**config.mk**
```make
export PLATFORM = sky130hd
export DESIGN_NAME = gimbal_command_frame_parser_core
export DESIGN_NICKNAME = d
export VERILOG_FILES = /design/src/sv/gcfp_pkg.sv /design/src/sv/gimbal_command_frame_parser_core.sv /design/src/sv/gcfp_front.sv /design/src/sv/gcfp_queue.sv /design/src/sv/gcfp_back.sv
export SDC_FILE = /design/constraint.sdc
export NUM_CORES = 1
export LEC_CHECK = 0
export CAP_MARGIN = 20
export CORE_MARGIN = 4
export CORE_UTILIZATION = 64
export DETAILED_ROUTE_END_ITERATION = 10
export DONT_BUFFER_PORTS = 1
export GPL_TIMING_DRIVEN = 0
export PLACE_DENSITY_LB_ADDON = 0.12
export SETUP_SLACK_MARGIN = 0.02
export SLEW_MARGIN = 5
export SYNTH_ARGS = -nofsm -noshare
export SYNTH_HDL_FRONTEND = slang
export SYNTH_SLANG_ARGS = --single-unit
```
**constraint.sdc**
```tcl
create_clock -name clock -period 5.49 [get_ports clock]
set_clock_uncertainty 0.1 [all_clocks]
set_input_delay 0 -clock clock [delete_from_list [all_inputs] [get_ports clock]]
set_output_delay 0 -clock clock [all_outputs]
set_load 0.005 [all_outputs]
```
**src/sv/gcfp_pkg.sv**
```systemverilog
// ----------------------------------------------------------------------------
// gcfp_pkg
// Shared types, constants and hex helpers for the gimbal command frame parser.
// ----------------------------------------------------------------------------
package gcfp_pkg;

   localparam int MAX_FRAME_LEN  = 32;
   localparam int FRAME_OVERHEAD = 12;
   localparam int WIN_DEPTH      = 6;
   localparam int WIN_IDX_W      = $clog2(WIN_DEPTH);
   localparam int FILL_W         = $clog2(WIN_DEPTH + 1);
   localparam int ADDR_POS       = 4;
   localparam int LEN_POS        = 5;
   localparam int QUEUE_DEPTH    = 2;
   localparam int QPTR_W         = $clog2(QUEUE_DEPTH);
   localparam int QCNT_W         = $clog2(QUEUE_DEPTH + 1);
   localparam int POS_W          = 5;
   localparam int LEN_CHK_W      = 7;

   localparam logic [POS_W-1:0] START_POS  = 5'd6;
   localparam logic [POS_W-1:0] CMD_POS    = 5'd7;
   localparam logic [POS_W-1:0] ARG_HI_POS = 5'd10;
   localparam logic [POS_W-1:0] ARG_LO_POS = 5'd11;

   localparam logic [7:0]  SYNC_CHAR  = 8'h23;
   localparam logic [7:0]  CENTER_ARG = 8'h05;
   localparam logic [3:0]  NIBBLE_MASK = 4'hf;
   localparam logic [23:0] STR_GAA = "GAA";
   localparam logic [23:0] STR_VER = "VER";
   localparam logic [23:0] STR_SDC = "SDC";
   localparam logic [23:0] STR_MOD = "MOD";
   localparam logic [23:0] STR_GSY = "GSY";
   localparam logic [23:0] STR_GSP = "GSP";
   localparam logic [23:0] STR_PTZ = "PTZ";

   typedef enum logic [2:0] {
      CMD_OTHER = 3'd0,
      CMD_GAA   = 3'd1,
      CMD_VER   = 3'd2,
      CMD_SDC   = 3'd3,
      CMD_MOD   = 3'd4,
      CMD_GSY   = 3'd5,
      CMD_GSP   = 3'd6,
      CMD_PTZ   = 3'd7
   } cmd_code_type;

   typedef struct packed {
      cmd_code_type code;
      logic [7:0]   addr;
      logic [3:0]   len;
      logic [7:0]   arg_hi;
      logic [7:0]   arg_lo;
   } frame_rec_type;

   typedef struct packed {
      logic              idle;
      logic              locked;
      logic [FILL_W-1:0] fill;
   } front_stat_type;

   function automatic logic hex_valid(input logic [7:0] b);
      return (b >= "0" && b <= "9") || (b >= "A" && b <= "F") || (b >= "a" && b <= "f");
   endfunction

   function automatic logic [3:0] hex_nibble(input logic [7:0] b);
      logic [3:0] v;
      if (b >= "0" && b <= "9") begin
         v = b[3:0];
      end else begin
         v = b[3:0] + 4'd9;
      end
      return v;
   endfunction

   function automatic logic [7:0] hex_upper(input logic [3:0] nib);
      logic [3:0] n;
      logic [7:0] c;
      n = nib & NIBBLE_MASK;
      if (n < 4'd10) begin
         c = 8'h30 + {4'b0, n};
      end else begin
         c = 8'h37 + {4'b0, n};
      end
      return c;
   endfunction

endpackage

```
**src/sv/gimbal_command_frame_parser_core.sv**
```systemverilog
// ----------------------------------------------------------------------------
// gimbal_command_frame_parser_core
// Serial gimbal command frame parser with byte-sum check and command decode.
// ----------------------------------------------------------------------------
// Push one received byte per request. A byte inside the frame body is accepted
// with no header check. A header byte is accepted and then goes through the
// header check. A header failure adds a resync. The resync drops one buffered
// byte a cycle, and each further header failure on the rescanned bytes adds
// another drop, scan and check. The longest stall comes from a length digit
// rejected with all six header bytes held, where the rescan then fails the
// header a second time. Each frame that passes its checksum yields one
// request on the result side. It carries the command code, the address byte,
// the length digit and the yaw, pitch and centering state after the command.
// Failed frames vanish. A two-entry queue separates intake from execution, and
// the result sits in an output register, so bytes keep flowing while a result
// waits to be popped.
module gimbal_command_frame_parser_core import gcfp_pkg::*; (
   input  logic              clock,
   input  logic              reset,
   input  logic              push,
   output logic              full,
   input  logic [7:0]        req_rx_byte,
   output logic              empty,
   input  logic              pop,
   output logic [2:0]        rsp_cmd_code,
   output logic [7:0]        rsp_addr_byte,
   output logic [3:0]        rsp_data_length,
   output logic signed [7:0] rsp_yaw_speed,
   output logic signed [7:0] rsp_pitch_speed,
   output logic              rsp_centering
);

   logic           q_push;
   logic           q_full;
   logic           q_pop;
   logic           q_empty;
   frame_rec_type  q_wr_data;
   frame_rec_type  q_rd_data;
   front_stat_type front_stat;

   gcfp_front u_front (
      .clock    (clock),
      .reset    (reset),
      .push     (push),
      .full     (full),
      .rx_byte  (req_rx_byte),
      .rec_push (q_push),
      .rec      (q_wr_data),
      .rec_full (q_full),
      .stat     (front_stat)
   );

   gcfp_queue u_queue (
      .clock   (clock),
      .reset   (reset),
      .wr_en   (q_push),
      .wr_data (q_wr_data),
      .full    (q_full),
      .rd_en   (q_pop),
      .rd_data (q_rd_data),
      .empty   (q_empty)
   );

   gcfp_back u_back (
      .clock           (clock),
      .reset           (reset),
      .rec_valid       (!q_empty),
      .rec             (q_rd_data),
      .rec_take        (q_pop),
      .empty           (empty),
      .pop             (pop),
      .rsp_cmd_code    (rsp_cmd_code),
      .rsp_addr_byte   (rsp_addr_byte),
      .rsp_data_length (rsp_data_length),
      .rsp_yaw_speed   (rsp_yaw_speed),
      .rsp_pitch_speed (rsp_pitch_speed),
      .rsp_centering   (rsp_centering)
   );

   a_no_push_when_full: assert property (@(posedge clock) disable iff (reset)
      q_push |-> !q_full)
      else $error("frame record pushed into a full queue");

   a_frame_clears_front: assert property (@(posedge clock) disable iff (reset)
      q_push |=> (front_stat.fill == '0) && !front_stat.locked)
      else $error("front not cleared after a completed frame");

   a_result_from_queue: assert property (@(posedge clock) disable iff (reset)
      (!empty && $past(empty || pop)) |-> $past(q_pop))
      else $error("new result without a queue pop");

endmodule

```
**src/sv/gcfp_front.sv**
```systemverilog
// ----------------------------------------------------------------------------
// gcfp_front
// Byte intake: header window, resync, body tracking, sum check, command class.
// ----------------------------------------------------------------------------
module gcfp_front import gcfp_pkg::*; (
   input  logic           clock,
   input  logic           reset,
   input  logic           push,
   output logic           full,
   input  logic [7:0]     rx_byte,
   output logic           rec_push,
   output frame_rec_type  rec,
   input  logic           rec_full,
   output front_stat_type stat
);

   typedef enum logic [3:0] {
      ST_IDLE  = 4'b0001,
      ST_CHECK = 4'b0010,
      ST_DROP  = 4'b0100,
      ST_SCAN  = 4'b1000
   } front_state_type;

   front_state_type   state_ff, state_in;
   logic [FILL_W-1:0] fill_ff, fill_in;
   logic              locked_ff, locked_in;
   logic [7:0]        win_ff [WIN_DEPTH];
   logic [7:0]        win_in [WIN_DEPTH];
   logic [POS_W-1:0]  pos_ff, pos_in;
   logic [POS_W-1:0]  plen_ff, plen_in;
   logic [3:0]        len_ff, len_in;
   logic [7:0]        sum_ff, sum_in;
   logic [7:0]        ck_hi_ff, ck_hi_in;
   logic [23:0]       cmd_ff, cmd_in;
   logic [7:0]        arg_hi_ff, arg_hi_in;
   logic [7:0]        arg_lo_ff, arg_lo_in;

   logic                 accept;
   logic                 last;
   logic                 head_bad;
   logic                 len_ok;
   logic [3:0]           len_dig;
   logic [LEN_CHK_W-1:0] plen_wide;
   logic                 too_long;
   logic [7:0]           hdr_sum;
   logic                 sum_match;
   logic                 long_arg;
   cmd_code_type         code;

   assign last     = locked_ff && (pos_ff == plen_ff - 5'd1);
   assign full     = (state_ff != ST_IDLE) || (last && rec_full);
   assign accept   = push && !full;

   assign head_bad = (win_ff[0] != SYNC_CHAR) ||
                     !(win_ff[1] == "T" || win_ff[1] == "t") ||
                     !(win_ff[2] == "P" || win_ff[2] == "p");
   assign len_ok    = hex_valid(win_ff[LEN_POS]);
   assign len_dig   = hex_nibble(win_ff[LEN_POS]);
   assign plen_wide = LEN_CHK_W'(FRAME_OVERHEAD) + {3'b0, len_dig};
   assign too_long  = plen_wide > LEN_CHK_W'(MAX_FRAME_LEN);

   always_comb begin
      hdr_sum = '0;
      for (int i = 0; i < WIN_DEPTH; i++) begin
         hdr_sum = hdr_sum + win_ff[i];
      end
   end

   assign sum_match = (ck_hi_ff == hex_upper(sum_ff[7:4])) &&
                      (rx_byte == hex_upper(sum_ff[3:0]));
   assign long_arg  = len_ff >= 4'd2;

   always_comb begin
      if (cmd_ff == STR_GAA) begin
         code = CMD_GAA;
      end else if (cmd_ff == STR_VER) begin
         code = CMD_VER;
      end else if (cmd_ff == STR_SDC) begin
         code = CMD_SDC;
      end else if (cmd_ff == STR_MOD) begin
         code = CMD_MOD;
      end else if (cmd_ff == STR_GSY && long_arg) begin
         code = CMD_GSY;
      end else if (cmd_ff == STR_GSP && long_arg) begin
         code = CMD_GSP;
      end else if (cmd_ff == STR_PTZ && long_arg) begin
         code = CMD_PTZ;
      end else begin
         code = CMD_OTHER;
      end
   end

   always_comb begin
      rec.code   = code;
      rec.addr   = win_ff[ADDR_POS];
      rec.len    = len_ff;
      rec.arg_hi = arg_hi_ff;
      rec.arg_lo = (pos_ff == ARG_LO_POS) ? rx_byte : arg_lo_ff;
   end

   always_comb begin
      state_in  = state_ff;
      fill_in   = fill_ff;
      locked_in = locked_ff;
      win_in    = win_ff;
      pos_in    = pos_ff;
      plen_in   = plen_ff;
      len_in    = len_ff;
      sum_in    = sum_ff;
      ck_hi_in  = ck_hi_ff;
      cmd_in    = cmd_ff;
      arg_hi_in = arg_hi_ff;
      arg_lo_in = arg_lo_ff;
      rec_push  = 1'b0;
      unique case (state_ff)
         ST_IDLE: begin
            if (accept) begin
               if (locked_ff) begin
                  pos_in = pos_ff + 5'd1;
                  if (pos_ff < plen_ff - 5'd2) begin
                     sum_in = sum_ff + rx_byte;
                  end
                  if (pos_ff == plen_ff - 5'd2) begin
                     ck_hi_in = rx_byte;
                  end
                  if (pos_ff >= CMD_POS && pos_ff < ARG_HI_POS) begin
                     cmd_in = {cmd_ff[15:0], rx_byte};
                  end
                  if (pos_ff == ARG_HI_POS) begin
                     arg_hi_in = rx_byte;
                  end
                  if (pos_ff == ARG_LO_POS) begin
                     arg_lo_in = rx_byte;
                  end
                  if (last) begin
                     locked_in = 1'b0;
                     fill_in   = '0;
                     rec_push  = sum_match;
                  end
               end else begin
                  win_in[fill_ff[WIN_IDX_W-1:0]] = rx_byte;
                  fill_in  = fill_ff + 1'b1;
                  state_in = ST_CHECK;
               end
            end
         end
         ST_CHECK: begin
            if (fill_ff >= FILL_W'(3) && head_bad) begin
               state_in = ST_DROP;
            end else if (fill_ff == FILL_W'(WIN_DEPTH)) begin
               if (!len_ok || too_long) begin
                  state_in = ST_DROP;
               end else begin
                  locked_in = 1'b1;
                  len_in    = len_dig;
                  plen_in   = plen_wide[POS_W-1:0];
                  sum_in    = hdr_sum;
                  pos_in    = START_POS;
                  state_in  = ST_IDLE;
               end
            end else begin
               state_in = ST_IDLE;
            end
         end
         ST_DROP: begin
            for (int i = 0; i < WIN_DEPTH - 1; i++) begin
               win_in[i] = win_ff[i+1];
            end
            fill_in  = fill_ff - 1'b1;
            state_in = ST_SCAN;
         end
         ST_SCAN: begin
            if (fill_ff != '0 && win_ff[0] != SYNC_CHAR) begin
               for (int i = 0; i < WIN_DEPTH - 1; i++) begin
                  win_in[i] = win_ff[i+1];
               end
               fill_in = fill_ff - 1'b1;
            end else begin
               state_in = ST_CHECK;
            end
         end
         default: begin
            state_in = ST_IDLE;
         end
      endcase
   end

   always_ff @(posedge clock) begin
      if (reset) begin
         state_ff  <= ST_IDLE;
         fill_ff   <= '0;
         locked_ff <= 1'b0;
      end else begin
         state_ff  <= state_in;
         fill_ff   <= fill_in;
         locked_ff <= locked_in;
      end
   end

   always_ff @(posedge clock) begin
      win_ff    <= win_in;
      pos_ff    <= pos_in;
      plen_ff   <= plen_in;
      len_ff    <= len_in;
      sum_ff    <= sum_in;
      ck_hi_ff  <= ck_hi_in;
      cmd_ff    <= cmd_in;
      arg_hi_ff <= arg_hi_in;
      arg_lo_ff <= arg_lo_in;
   end

   assign stat.idle   = (state_ff == ST_IDLE);
   assign stat.locked = locked_ff;
   assign stat.fill   = fill_ff;

endmodule

```
**src/sv/gcfp_queue.sv**
```systemverilog
// ----------------------------------------------------------------------------
// gcfp_queue
// Short queue of checked frame records between intake and command execution.
// ----------------------------------------------------------------------------
module gcfp_queue import gcfp_pkg::*; (
   input  logic          clock,
   input  logic          reset,
   input  logic          wr_en,
   input  frame_rec_type wr_data,
   output logic          full,
   input  logic          rd_en,
   output frame_rec_type rd_data,
   output logic          empty
);

   frame_rec_type     mem_ff [QUEUE_DEPTH];
   logic [QPTR_W-1:0] wr_ptr_ff, wr_ptr_in;
   logic [QPTR_W-1:0] rd_ptr_ff, rd_ptr_in;
   logic [QCNT_W-1:0] count_ff, count_in;
   logic              do_wr;
   logic              do_rd;

   assign full    = (count_ff == QCNT_W'(QUEUE_DEPTH));
   assign empty   = (count_ff == '0);
   assign do_wr   = wr_en && !full;
   assign do_rd   = rd_en && !empty;
   assign rd_data = mem_ff[rd_ptr_ff];

   always_comb begin
      wr_ptr_in = wr_ptr_ff;
      rd_ptr_in = rd_ptr_ff;
      count_in  = count_ff;
      if (do_wr) begin
         wr_ptr_in = (wr_ptr_ff == QPTR_W'(QUEUE_DEPTH - 1)) ? '0 : wr_ptr_ff + 1'b1;
      end
      if (do_rd) begin
         rd_ptr_in = (rd_ptr_ff == QPTR_W'(QUEUE_DEPTH - 1)) ? '0 : rd_ptr_ff + 1'b1;
      end
      if (do_wr && !do_rd) begin
         count_in = count_ff + 1'b1;
      end else if (do_rd && !do_wr) begin
         count_in = count_ff - 1'b1;
      end
   end

   always_ff @(posedge clock) begin
      if (reset) begin
         wr_ptr_ff <= '0;
         rd_ptr_ff <= '0;
         count_ff  <= '0;
      end else begin
         wr_ptr_ff <= wr_ptr_in;
         rd_ptr_ff <= rd_ptr_in;
         count_ff  <= count_in;
      end
   end

   always_ff @(posedge clock) begin
      if (do_wr) begin
         mem_ff[wr_ptr_ff] <= wr_data;
      end
   end

endmodule

```
**src/sv/gcfp_back.sv**
```systemverilog
// ----------------------------------------------------------------------------
// gcfp_back
// Command execution: speed and centering state, registered request output.
// ----------------------------------------------------------------------------
module gcfp_back import gcfp_pkg::*; (
   input  logic              clock,
   input  logic              reset,
   input  logic              rec_valid,
   input  frame_rec_type     rec,
   output logic              rec_take,
   output logic              empty,
   input  logic              pop,
   output logic [2:0]        rsp_cmd_code,
   output logic [7:0]        rsp_addr_byte,
   output logic [3:0]        rsp_data_length,
   output logic signed [7:0] rsp_yaw_speed,
   output logic signed [7:0] rsp_pitch_speed,
   output logic              rsp_centering
);

   logic [7:0]   yaw_ff, yaw_in;
   logic [7:0]   pitch_ff, pitch_in;
   logic         cent_ff, cent_in;
   logic         out_valid_ff, out_valid_in;
   cmd_code_type out_code_ff;
   logic [7:0]   out_addr_ff;
   logic [3:0]   out_len_ff;
   logic [7:0]   out_yaw_ff;
   logic [7:0]   out_pitch_ff;
   logic         out_cent_ff;

   logic         arg_ok;
   logic [7:0]   arg_val;

   assign rec_take = rec_valid && (!out_valid_ff || pop);
   assign arg_ok   = hex_valid(rec.arg_hi) && hex_valid(rec.arg_lo);
   assign arg_val  = {hex_nibble(rec.arg_hi), hex_nibble(rec.arg_lo)};

   always_comb begin
      yaw_in   = yaw_ff;
      pitch_in = pitch_ff;
      cent_in  = cent_ff;
      if (rec_take) begin
         unique case (rec.code)
            CMD_GSY: begin
               cent_in = 1'b0;
               if (arg_ok) begin
                  yaw_in = arg_val;
               end
            end
            CMD_GSP: begin
               cent_in = 1'b0;
               if (arg_ok) begin
                  pitch_in = arg_val;
               end
            end
            CMD_PTZ: begin
               if (arg_ok && arg_val == CENTER_ARG) begin
                  cent_in = 1'b1;
               end
            end
            default: begin
            end
         endcase
      end
   end

   always_comb begin
      out_valid_in = out_valid_ff;
      if (rec_take) begin
         out_valid_in = 1'b1;
      end else if (pop) begin
         out_valid_in = 1'b0;
      end
   end

   always_ff @(posedge clock) begin
      if (reset) begin
         yaw_ff       <= '0;
         pitch_ff     <= '0;
         cent_ff      <= 1'b0;
         out_valid_ff <= 1'b0;
      end else begin
         yaw_ff       <= yaw_in;
         pitch_ff     <= pitch_in;
         cent_ff      <= cent_in;
         out_valid_ff <= out_valid_in;
      end
   end

   always_ff @(posedge clock) begin
      if (rec_take) begin
         out_code_ff  <= rec.code;
         out_addr_ff  <= rec.addr;
         out_len_ff   <= rec.len;
         out_yaw_ff   <= yaw_in;
         out_pitch_ff <= pitch_in;
         out_cent_ff  <= cent_in;
      end
   end

   assign empty           = !out_valid_ff;
   assign rsp_cmd_code    = out_code_ff;
   assign rsp_addr_byte   = out_addr_ff;
   assign rsp_data_length = out_len_ff;
   assign rsp_yaw_speed   = out_yaw_ff;
   assign rsp_pitch_speed = out_pitch_ff;
   assign rsp_centering   = out_cent_ff;

endmodule

```
==> results of run 1 <==
-- critical path: stages, from the launching register on --
cell and delay [ns]:
edfxtp_1 0.48, inv_1 0.13, fa_1 0.56, inv_1 0.06, fa_1 0.53, inv_1 0.06, fa_1 0.53, inv_1 0.07
ha_1 0.29, a21o_1 0.18, a21oi_1 0.24, o21bai_1 0.10, a21oi_1 0.19, xnor2_1 0.16, mux2i_1 0.10
-- cell families after synthesis --
logic type	synth area share, %
flip-flops	58.2
AND/OR/NAND/NOR	10.9
AO/OA/AOI/OAI	9.09
buffers and inverters	3.89
adder cells (fa/ha/maj)	9.45
multiplexers	4.99
XOR/XNOR	3.46
-- cell usage after synthesis (5+ instances only) --
| cell type | n | area, µm² |
|---|---|---|
| a21oi_1 | 33 | 165 |
| a22o_1 | 40 | 350 |
| a31oi_1 | 6 | 37.5 |
| clkbuf_1 | 20 | 75.1 |
| dfxtp_1 | 31 | 621 |
| edfxtp_1 | 210 | 6310 |
| fa_1 | 28 | 561 |
| ha_1 | 45 | 563 |
| inv_1 | 95 | 357 |
| mux2_2 | 42 | 473 |
| mux2i_1 | 12 | 120 |
| nand2_1 | 30 | 113 |
| nand2b_1 | 13 | 81.3 |
| nand3_1 | 16 | 80.1 |
| nand4_1 | 7 | 43.8 |
| nor2_1 | 42 | 158 |
| nor2b_1 | 29 | 181 |
| nor3_1 | 16 | 80.1 |
| nor3b_1 | 7 | 52.6 |
| nor4_1 | 10 | 62.6 |
| nor4b_1 | 7 | 61.3 |
| o21a_1 | 5 | 37.5 |
| o21ai_0 | 31 | 155 |
| or3_1 | 5 | 31.3 |
| xnor2_1 | 35 | 307 |
| xor2_1 | 12 | 105 |
-- cell type report --
cell class | instances | area, µm² | share of cell area (%)
sequential | 241 | 6930 | 52.6
multi-input combinational | 546 | 4530 | 34.4
clock buffer | 30 | 654 | 4.97
inverter | 95 | 357 | 2.71
tap | 229 | 287 | 2.18
timing repair buffer | 18 | 201 | 1.53
buffer | 26 | 106 | 0.808
clock inverter | 15 | 104 | 0.789
-- where the power goes --
part           total (µW)  switching, µW  internal (µW)
Clock                1560            666            895
Sequential           2280           94.9           2180
Combinational        1090            650            436
Total                4920           1410           3510
-- routing by layer --
metal / track usage (%) / vias to the layer above
li1: - / 3409
met2: 42.5 / 353
met5: 0 / -
met3: 4.10 / 75
met1: 33.1 / 3669
met4: 10.1 / 0
-- stage by stage --
| step | setup slack (ns) | cells | hold WS (ns) | instance area, µm² | utilization, % |
|---|---|---|---|---|---|
| 4_1_cts | 1.40 | 1198 | 0.0456 | 13200 | 72.5 |
| 5_1_grt | 1.26 | 1200 | 0.0187 | 13200 | 72.5 |
| 2_1_floorplan | 1.60 | 908 | -0.0284 | 11900 | - |
| 6_report | 1.44 | 1200 | 0.0140 | 13200 | 72.5 |
| 3_5_place_dp | 1.45 | 1142 | -0.0249 | 12300 | 67.7 |
| 3_3_place_gp | 0.634 | 1137 | -0.0261 | 12200 | 67.1 |
-- repair_timing --
action                    in CTS  in global routing
hold endpoints to repair      80                  0
resized for setup              0                  0
hold buffers                  11                  0
-- how the worst max path moves through the flow --
stage	from	slack [ns]	end
floorplan	u_front.len_ff[1]	1.60	u_front.cmd_ff[0]
global placement	u_front.state_ff[0]	0.63	u_queue.mem_ff[0][20]
detailed placement	u_front.win_ff[3]	1.45	u_front.sum_ff[7]
CTS	u_front.win_ff[3]	1.40	u_front.sum_ff[7]
global route	u_front.win_ff[3]	1.26	u_front.sum_ff[7]
finish	u_front.win_ff[3]	1.44	u_front.sum_ff[7]
==> impl_metrics.env, run 1 <==
export IMPL_status="finished clean"
export IMPL_viasPerCell=6.26
export IMPL_portBuffers=0
export IMPL_crit_type="register to register"
export IMPL_diodes=0
export IMPL_route_top_layer_used="met4"
export IMPL_cp_data_arrival_time_ns=4.18
export IMPL_fillers=1173
export IMPL_min_period_ns=4.05
export IMPL_drv_slew=0
export IMPL_p_total_uw=4920
export IMPL_wl_met2_mm=12.5
export IMPL_die_w_um=144
export IMPL_setup_tns_final_ns=0
export IMPL_drive_above_1_share_pct=11.4
export IMPL_slew_headroom_pct=35.2
export IMPL_synth_main_ff_cell="edfxtp_1"
export IMPL_core_um2=18100
export IMPL_clock_fmax_mhz=247
export IMPL_wl_met1_mm=10.3
export IMPL_overflow=0
export IMPL_min_path_type="input pin to register"
export IMPL_hold_depth=2
export IMPL_ys_ff_latch=241
export IMPL_ys_warn_count=0
export IMPL_post_cts_setup_buffers=0
export IMPL_power_density_nw_per_um2=374
export IMPL_cts_reportedPaths_clkPinSlew_ns=0.06
export IMPL_clk_path_buf_depth=3
export IMPL_setup_viol=0
export IMPL_first_iter_violations=557
export IMPL_largest_reg_flops=62
export IMPL_layout_commonest_cell="edfxtp_1"
export IMPL_netlist_area_um2=11900
export IMPL_dr_total_vias=7506
export IMPL_grt_usage_pct=25.3
export IMPL_grt_first_pass_wirelength_mm=40.4
export IMPL_tightestPinTransition_ns=0.963
export IMPL_ys_seq_area_share_pct=58.2
export IMPL_die_area_um2=20800
export IMPL_drc=0
export IMPL_cts_sinks=241
export IMPL_cts_tree="built"
export IMPL_min_from="push"
export IMPL_largestRegisters="u_queue.mem_ff x62, u_front.win_ff x40, u_front.cmd_ff x24"
export IMPL_first_global_vias=7517
export IMPL_worst_skew_pair_late_latency_ns=0.51
export IMPL_cp_start_kind="register"
export IMPL_hold_viol=0
export IMPL_clock_root_buffer="clkbuf_16"
export IMPL_area_delta_synth_final_pct=10.7
export IMPL_wl_met3_mm=1.93
export IMPL_synthArstFlopShare_pct=0
export IMPL_top_register="u_queue.mem_ff"
export IMPL_syn_num_nets=993
export IMPL_synth_avg_cell_area_um2=13.1
export IMPL_routed_wl_mm=25.8
export IMPL_die_h_um=144
export IMPL_hpwl_mm=18.3
export IMPL_path_max_fanout=5
export IMPL_cts_made_buffers=25
export IMPL_wire_per_inst_um=21.5
export IMPL_grt_setup_unrepaired="no"
export IMPL_reg2regPathDepth=14
export IMPL_antenna_found_initial=0
export IMPL_hold_end="u_front.ck_hi_ff[7]"
export IMPL_nNetsFinal=1038
export IMPL_reg2reg_from="u_front.win_ff[3]"
export IMPL_rows=49
export IMPL_post_route_period_util_pct=73.7
export IMPL_syn_inst=908
export IMPL_rrSetupSlack_ns=1.44
export IMPL_drt_pass1_iter_count=6
export IMPL_critPathRequiredTime_ns=5.63
export IMPL_synthDistinctLibCells=72
export IMPL_start_util_pct=65.5
export IMPL_route_antenna_remaining_nets=0
export IMPL_synth_edf_count=210
export IMPL_io_pins=46
export IMPL_grt_max_degree=32
export IMPL_place_gp_congestion=0.944
export IMPL_cp_end_kind="register"
export IMPL_r2r_end="u_front.sum_ff[7]"
export IMPL_drv_cap=0
export IMPL_max_vdd_ir_drop_v=0.000333
export IMPL_final_cell_mix="edfxtp_1 (210), inv_1 (95), ha_1 (45)"
export IMPL_power_leakage_uw=0.00478
export IMPL_htree_levels=1
Note: power is estimated with default switching activity, not from simulation.
==> inputs of run 2 (changes only) <==
--- a/config.mk
+++ b/config.mk
@@ -5,6 +5,7 @@
 export SDC_FILE = /design/constraint.sdc
 export NUM_CORES = 1
 export LEC_CHECK = 0
+export ABC_AREA = 1
 export CAP_MARGIN = 20
 export CORE_MARGIN = 4
 export CORE_UTILIZATION = 64
==> constraint.sdc (replaced) <==
create_clock -name clock -period 3.8 [get_ports clock]
set_clock_uncertainty 0.1 [all_clocks]
set_input_delay 0 -clock clock [delete_from_list [all_inputs] [get_ports clock]]
set_output_delay 0 -clock clock [all_outputs]
set_load 0.005 [all_outputs]
==> run 2 against run 1 <==
- die area grew 2.6%
- routed wire length grew 4.3%
- register-to-register slack lost 1.4 ns
- setup slack lost 1.4 ns
- power grew to 2.7 times the previous value
- global-route usage grew 0.29 points
- core utilization grew 0.78 points
- critical path type unchanged
- largest cell class unchanged
==> impl_metrics.env, run 2 <==
export IMPL_status="finished clean"
export IMPL_routed_wl_mm=26.9
export IMPL_antenna_found_initial=2
export IMPL_grt_setup_unrepaired="yes"
export IMPL_syn_inst=1207
export IMPL_ys_warn_count=0
export IMPL_crit_type="register to register"
export IMPL_overflow=0
export IMPL_largestRegisters="u_queue.mem_ff x62, u_front.win_ff x40, u_front.cmd_ff x24"
export IMPL_grt_use_met3_pct=5.00
export IMPL_ys_ff_latch=241
export IMPL_synth_common_cells="nand2_1 (253), edfxtp_1 (210), inv_1 (197)"
export IMPL_layout_commonest_cell="nand2_1"
export IMPL_setup_viol=0
export IMPL_synth_avg_cell_area_um2=10.1
export IMPL_power_density_nw_per_um2=953
export IMPL_htree_levels=1
export IMPL_synth_main_ff_cell="edfxtp_1"
export IMPL_wire_per_inst_um=17.7
export IMPL_synthArstFlopShare_pct=0
export IMPL_drv_cap=0
export IMPL_cts_sinks=241
export IMPL_cts_reportedPaths_clkPinSlew_ns=0.06
export IMPL_clock_root_buffer="clkbuf_16"
export IMPL_cp_start_kind="register"
export IMPL_die_area_um2=21400
export IMPL_final_cell_mix="nand2_1 (252), edfxtp_1 (210), inv_1 (181)"
export IMPL_core_um2=18800
export IMPL_grt_first_pass_wirelength_mm=43.7
export IMPL_first_global_vias=8558
export IMPL_synth_edf_count=210
export IMPL_fillers=1288
export IMPL_netlist_area_um2=12200
export IMPL_largest_reg_flops=62
export IMPL_grt_max_degree=31
export IMPL_cp_data_arrival_time_ns=3.91
export IMPL_min_period_ns=3.75
export IMPL_max_vdd_ir_drop_v=0.00314
export IMPL_route_antenna_remaining_nets=0
export IMPL_use_met1_pct=33.9
export IMPL_cts_made_buffers=25
export IMPL_drc=0
export IMPL_die_w_um=146
export IMPL_place_gp_congestion=0.917
export IMPL_io_pins=46
export IMPL_grtUsageMet2_pct=42.8
export IMPL_clock_fmax_mhz=267
export IMPL_tightestPinTransition_ns=0.824
export IMPL_synthDistinctLibCells=46
export IMPL_grt_usage_pct=25.6
export IMPL_area_delta_synth_final_pct=12.6
export IMPL_post_route_period_util_pct=98.6
export IMPL_cp_end_kind="register"
export IMPL_drive_above_1_share_pct=11.4
export IMPL_yosysMostFrequentCell="nand2_1"
export IMPL_ys_seq_area_share_pct=56.7
export IMPL_first_iter_violations=737
export IMPL_hpwl_mm=19.0
export IMPL_nNetsFinal=1350
export IMPL_rows=50
export IMPL_placed_area_um2=12600
export IMPL_critPathRequiredTime_ns=3.97
export IMPL_drv_slew=0
export IMPL_path_max_fanout=4
export IMPL_cts_tree="built"
export IMPL_clk_path_buf_depth=3
export IMPL_p_total_uw=13100
export IMPL_start_util_pct=65.1
export IMPL_syn_num_nets=1292
export IMPL_slew_headroom_pct=45.1
export IMPL_viasPerCell=5.68
export IMPL_postLayoutCellArea_um2=13800
export IMPL_die_h_um=146
export IMPL_yosysTopAreaCellShare_pct=51.6
export IMPL_power_leakage_uw=0.00584
export IMPL_hold_viol=0
export IMPL_worst_skew_pair_late_latency_ns=0.52
export IMPL_portBuffers=0
export IMPL_dr_total_vias=8630
export IMPL_drt_pass1_iter_count=6
export IMPL_top_register="u_queue.mem_ff"
export IMPL_min_path_type="input pin to register"
export IMPL_synth_top_area_cell="edfxtp_1"
export IMPL_synthTopCellsByArea="edfxtp_1 (52%), nand2_1 (7.8%), inv_1 (6.1%)"
export IMPL_grt_busiest_layer="met2"
run 2: changes by cell type after synthesis, moves of 32 or more:
cell	previous run	this run
a22o_1	40	1
inv_1	95	197
mux2_2	42	0
nand2_1	30	253
nor2_1	42	103
o21ai_0	31	63
run 2: layout make-up:
type	instances	area, µm²	area share [%]
sequential	241	6930	50.3
clock buffer	38	756	5.49
antenna	2	5.00	0.0364
clock inverter	8	71.3	0.518
tap	234	293	2.13
inverter	206	781	5.67
buffer	19	120	0.873
multi-input combinational	741	4490	32.7
timing repair buffer	31	312	2.26
run 2: final timing paths:
path | startpoint | endpoint | slack, ns | cells past startpoint
max | u_front.win_ff[4] | u_front.sum_ff[7] | 0.05 | 18
min | req_rx_byte[4] | u_queue.mem_ff[0][11] | 0.12 | 6
max reg2reg | u_front.win_ff[4] | u_front.sum_ff[7] | 0.05 | 18
min reg2reg | u_front.arg_hi_ff[0] | u_queue.mem_ff[1][8] | 0.35 | 0
run 2: timing repair:
item | in CTS | in global routing
hold buffers | 11 | 0
pin swaps | 15 | 3
gates resized for setup | 23 | 9
setup buffers | 11 | 2
hold endpoints to repair | 140 | 0
setup endpoints to repair | 3 | 2
cloned | 0 | 0
run 2: critical path, cell delays in order (launching register included):
cell	delay [ns]
edfxtp_1	0.39
inv_1	0.10
fa_2	0.57
inv_2	0.04
fa_1	0.50
inv_2	0.05
fa_1	0.51
inv_2	0.05
ha_4	0.23
a21oi_2	0.12
inv_1	0.07
a31oi_2	0.17
inv_1	0.08
a21oi_2	0.14
nor2_1	0.06
nor2_2	0.11
xnor2_2	0.10
nand2_1	0.07
nand2_1	0.05
run 2: kinds of logic after synthesis:
logic type / synth area share, %
xor+xnor: 2.22
flops: 56.7
fa+ha+maj: 9.20
buf+inv: 7.37
simple gates: 17.4
mux: 0.164
compound gates: 6.94
run 2: routing by layer:
| layer | vias to the layer above | share of wire [%] | wire length (µm) |
|---|---|---|---|
| met5 | - | 0 | 0 |
| met4 | 0 | 2.8 | 751 |
| met3 | 66 | 7.1 | 1920 |
| met2 | 324 | 48 | 13000 |
| met1 | 4100 | 42 | 11200 |
| li1 | 4140 | - | - |
run 2: through the flow:
stage	setup TNS (ns)	worst slack (ns)	cells	util (%)	hold WS (ns)
after floorplan	0	0.0310	1207	-	-0.0309
after global placement	-3.96	-0.265	1441	66.7	-0.0257
after detailed placement	-0.625	-0.309	1448	67.4	-0.0251
after CTS	0	0.0269	1516	73.1	0.105
after global routing	-0.158	-0.112	1519	73.3	0.165
final	0	0.0546	1520	73.3	0.116
run 2: where the power goes:
group          internal (µW)  switching (µW)  total [µW]
sequential              3600             319        3920
combinational           2760            4010        6780
clock                   1440             979        2420
total                   7800            5310       13100
==> inputs of run 3 (changes only) <==
--- a/config.mk
+++ b/config.mk
@@ -8,11 +8,12 @@
 export ABC_AREA = 1
 export CAP_MARGIN = 20
 export CORE_MARGIN = 4
-export CORE_UTILIZATION = 64
+export CORE_UTILIZATION = 35
 export DETAILED_ROUTE_END_ITERATION = 10
 export DONT_BUFFER_PORTS = 1
 export GPL_TIMING_DRIVEN = 0
 export PLACE_DENSITY_LB_ADDON = 0.12
+export REMOVE_ABC_BUFFERS = 1
 export SETUP_SLACK_MARGIN = 0.02
 export SLEW_MARGIN = 5
 export SYNTH_ARGS = -nofsm -noshare
==> run 3 against run 2 <==
- the flow now finishes with violations (setup timing)
- cell area is 2.2% higher
- largest power group unchanged
- clock power is 6% higher
- first-iteration DRC count is 22% lower
- sequential share of layout area is 1.1 points lower
- core utilization is 33 points lower
- die area is 78% higher
- sequential power is 1% higher
==> impl_metrics.env, run 3 (synthesized netlist as in run 2, its figures left out) <==
export IMPL_status="finished, violations left"
export IMPL_violations="setup timing"
export IMPL_first_iter_violations=577
export IMPL_drv_cap=0
export IMPL_grt_max_degree=36
export IMPL_hpwl_mm=20.6
export IMPL_finalWorstSetupSlack_ns=-0.0187
export IMPL_drc=0
export IMPL_cts_tree="built"
export IMPL_tightestPinTransition_ns=0.975
export IMPL_min_period_ns=3.82
export IMPL_reg2regPathDepth=18
export IMPL_cts_reportedPaths_clkPinSlew_ns=0.06
export IMPL_grt_first_pass_wirelength_mm=46.5
export IMPL_r2r_end="u_front.sum_ff[7]"
export IMPL_route_antenna_remaining_nets=0
export IMPL_worst_skew_pair_late_latency_ns=0.54
export IMPL_first_global_vias=8253
export IMPL_cp_start_kind="register"
export IMPL_cp_end_kind="register"
export IMPL_crit_top_cell="inv_2"
export IMPL_drv_slew=0
export IMPL_core_um2=34500
export IMPL_antenna_found_initial=1
export IMPL_io_pins=46
export IMPL_die_h_um=195
export IMPL_htree_levels=1
export IMPL_setup_tns_final_ns=-0.0187
export IMPL_final_cell_mix="nand2_1 (253), edfxtp_1 (210), inv_1 (178)"
export IMPL_cp_data_arrival_time_ns=4.01
export IMPL_power_density_nw_per_um2=954
export IMPL_crit_chain="inv_2 -> fa_1 -> inv_1 -> fa_1 -> inv_1 -> fa_1 -> inv_2 -> ha_2 -> a21oi_2 -> inv_2 -> a31oi_4 -> inv_2 -> a21oi_2 -> nor2_1 -> nor2_2 -> xnor2_2 -> nand2_1 -> nand2_1"
export IMPL_top_register="u_queue.mem_ff"
export IMPL_rows=68
export IMPL_diodes=0
export IMPL_rrSetupSlack_ns=-0.02
export IMPL_area_delta_synth_final_pct=15.1
export IMPL_nNetsFinal=1344
export IMPL_viasPerCell=4.75
export IMPL_min_from="req_rx_byte[7]"
export IMPL_wire_per_inst_um=16.9
export IMPL_cts_sinks=241
export IMPL_dr_total_vias=8236
export IMPL_grt_usage_pct=15.4
export IMPL_overflow=0
export IMPL_largest_reg_flops=62
export IMPL_clk_path_buf_depth=3
export IMPL_die_w_um=195
export IMPL_placedCellCount=1653
export IMPL_layout_commonest_cell="nand2_1"
export IMPL_critPathRequiredTime_ns=4.00
export IMPL_drive_above_1_share_pct=12.0
export IMPL_crit_type="register to register"
export IMPL_whs_ns=0.0272
export IMPL_start_util_pct=35.5
export IMPL_slew_headroom_pct=34.8
export IMPL_hold_depth=9
export IMPL_clock_fmax_mhz=262
export IMPL_critPathMaxStageDelay_ns=0.55
export IMPL_max_vdd_ir_drop_v=0.00308
export IMPL_power_leakage_uw=0.00587
export IMPL_die_area_um2=38000
export IMPL_slowest_stage="fa_1"
export IMPL_largestRegisters="u_queue.mem_ff x62, u_front.win_ff x40, u_front.cmd_ff x24"
export IMPL_routed_wl_mm=29.3
export IMPL_post_route_period_util_pct=100
export IMPL_drt_pass1_iter_count=5
export IMPL_place_gp_congestion=0.833
export IMPL_min_path_type="input pin to register"
export IMPL_path_max_fanout=2
export IMPL_hold_end="u_queue.wr_ptr_ff"
export IMPL_grt_setup_unrepaired="yes"
export IMPL_portBuffers=0
export IMPL_cts_made_buffers=28
export IMPL_setup_viol=1
export IMPL_stdcell_count=1735
export IMPL_hold_viol=0
export IMPL_reg2reg_from="u_front.win_ff[3]"
export IMPL_clock_root_buffer="clkbuf_16"
-- run 3: cell types whose count changed in the layout (fill, tap and decap cells not counted), sizes merged --
| cell | delta |
|---|---|
| clkdlybuf4s15 | -1 |
| clkbuf | -16 |
| bufinv | +1 |
| diode | -2 |
| clkinvlp | -1 |
| buf | +3 |
| dlygate4sd3 | +1 |
| clkinv | +9 |
-- run 3: cell type report --
type,count,area [µm²]
multi-input cells,741,4490
well taps,455,569
inverters,206,783
flip-flops and latches,241,6930
repair buffers,41,410
fillers,3384,20400
clock inverters,17,149
clock buffers,34,723
-- run 3: per-layer routing --
| metal | GRT usage [%] | vias up | wire (µm) |
|---|---|---|---|
| met5 | 0 | - | 0 |
| met4 | 3.54 | 0 | 721 |
| met3 | 2.24 | 41 | 1000 |
| met2 | 26.8 | 142 | 14400 |
| met1 | 20.5 | 3927 | 13200 |
| li1 | - | 4126 | - |
-- run 3: per-stage QoR --
stage / utilization [%] / instance area (µm²) / worst slack [ns] / power [µW]
after floorplan: - / 12100 / -1.30 / 7870
after global placement: 36.8 / 12700 / -3.95 / 9570
after detailed placement: 37.2 / 12800 / -0.523 / 9670
after CTS: 40.7 / 14000 / -0.107 / 13400
after global routing: 40.8 / 14100 / -0.152 / 14600
final: 40.8 / 14100 / -0.0187 / 13400
-- run 3: what timing repair did --
action | CTS | global route
setup endpoints to repair | 3 | 3
setup buffers | 14 | 3
hold buffers | 13 | 0
gates cloned | 0 | 0
pin swaps | 21 | 6
endpoints found under the hold margin | 146 | 0
gates resized for setup | 30 | 5
-- run 3: worst max path at each step --
stage / start / endpoint / slack (ns) / cells past startpoint
6_report: u_front.win_ff[3] / u_front.sum_ff[7] / -0.02 / 18
5_1_grt: u_front.win_ff[36] / u_front.sum_ff[7] / -0.15 / 18
4_1_cts: u_front.win_ff[36] / u_front.sum_ff[7] / -0.11 / 18
3_5_place_dp: u_front.win_ff[4] / u_front.sum_ff[7] / -0.52 / 18
3_3_place_gp: u_front.len_ff[1] / u_queue.mem_ff[0][24] / -3.95 / 9
2_1_floorplan: u_front.len_ff[1] / u_queue.mem_ff[0][0] / -1.30 / 10
-- run 3: worst max-delay path: cells and delay by family, from the launching register on --
family	cells	cell delay, ns
flops	1	0.37
compound gates	3	0.44
simple gates	4	0.36
xor+xnor	1	0.13
fa+ha+maj	4	1.81
buf+inv	6	0.35
-- run 3: power by group --
group,total (µW),internal (µW),switching [µW]
Sequential,3970,3600,363
Combinational,6880,2730,4150
Clock,2570,1490,1080
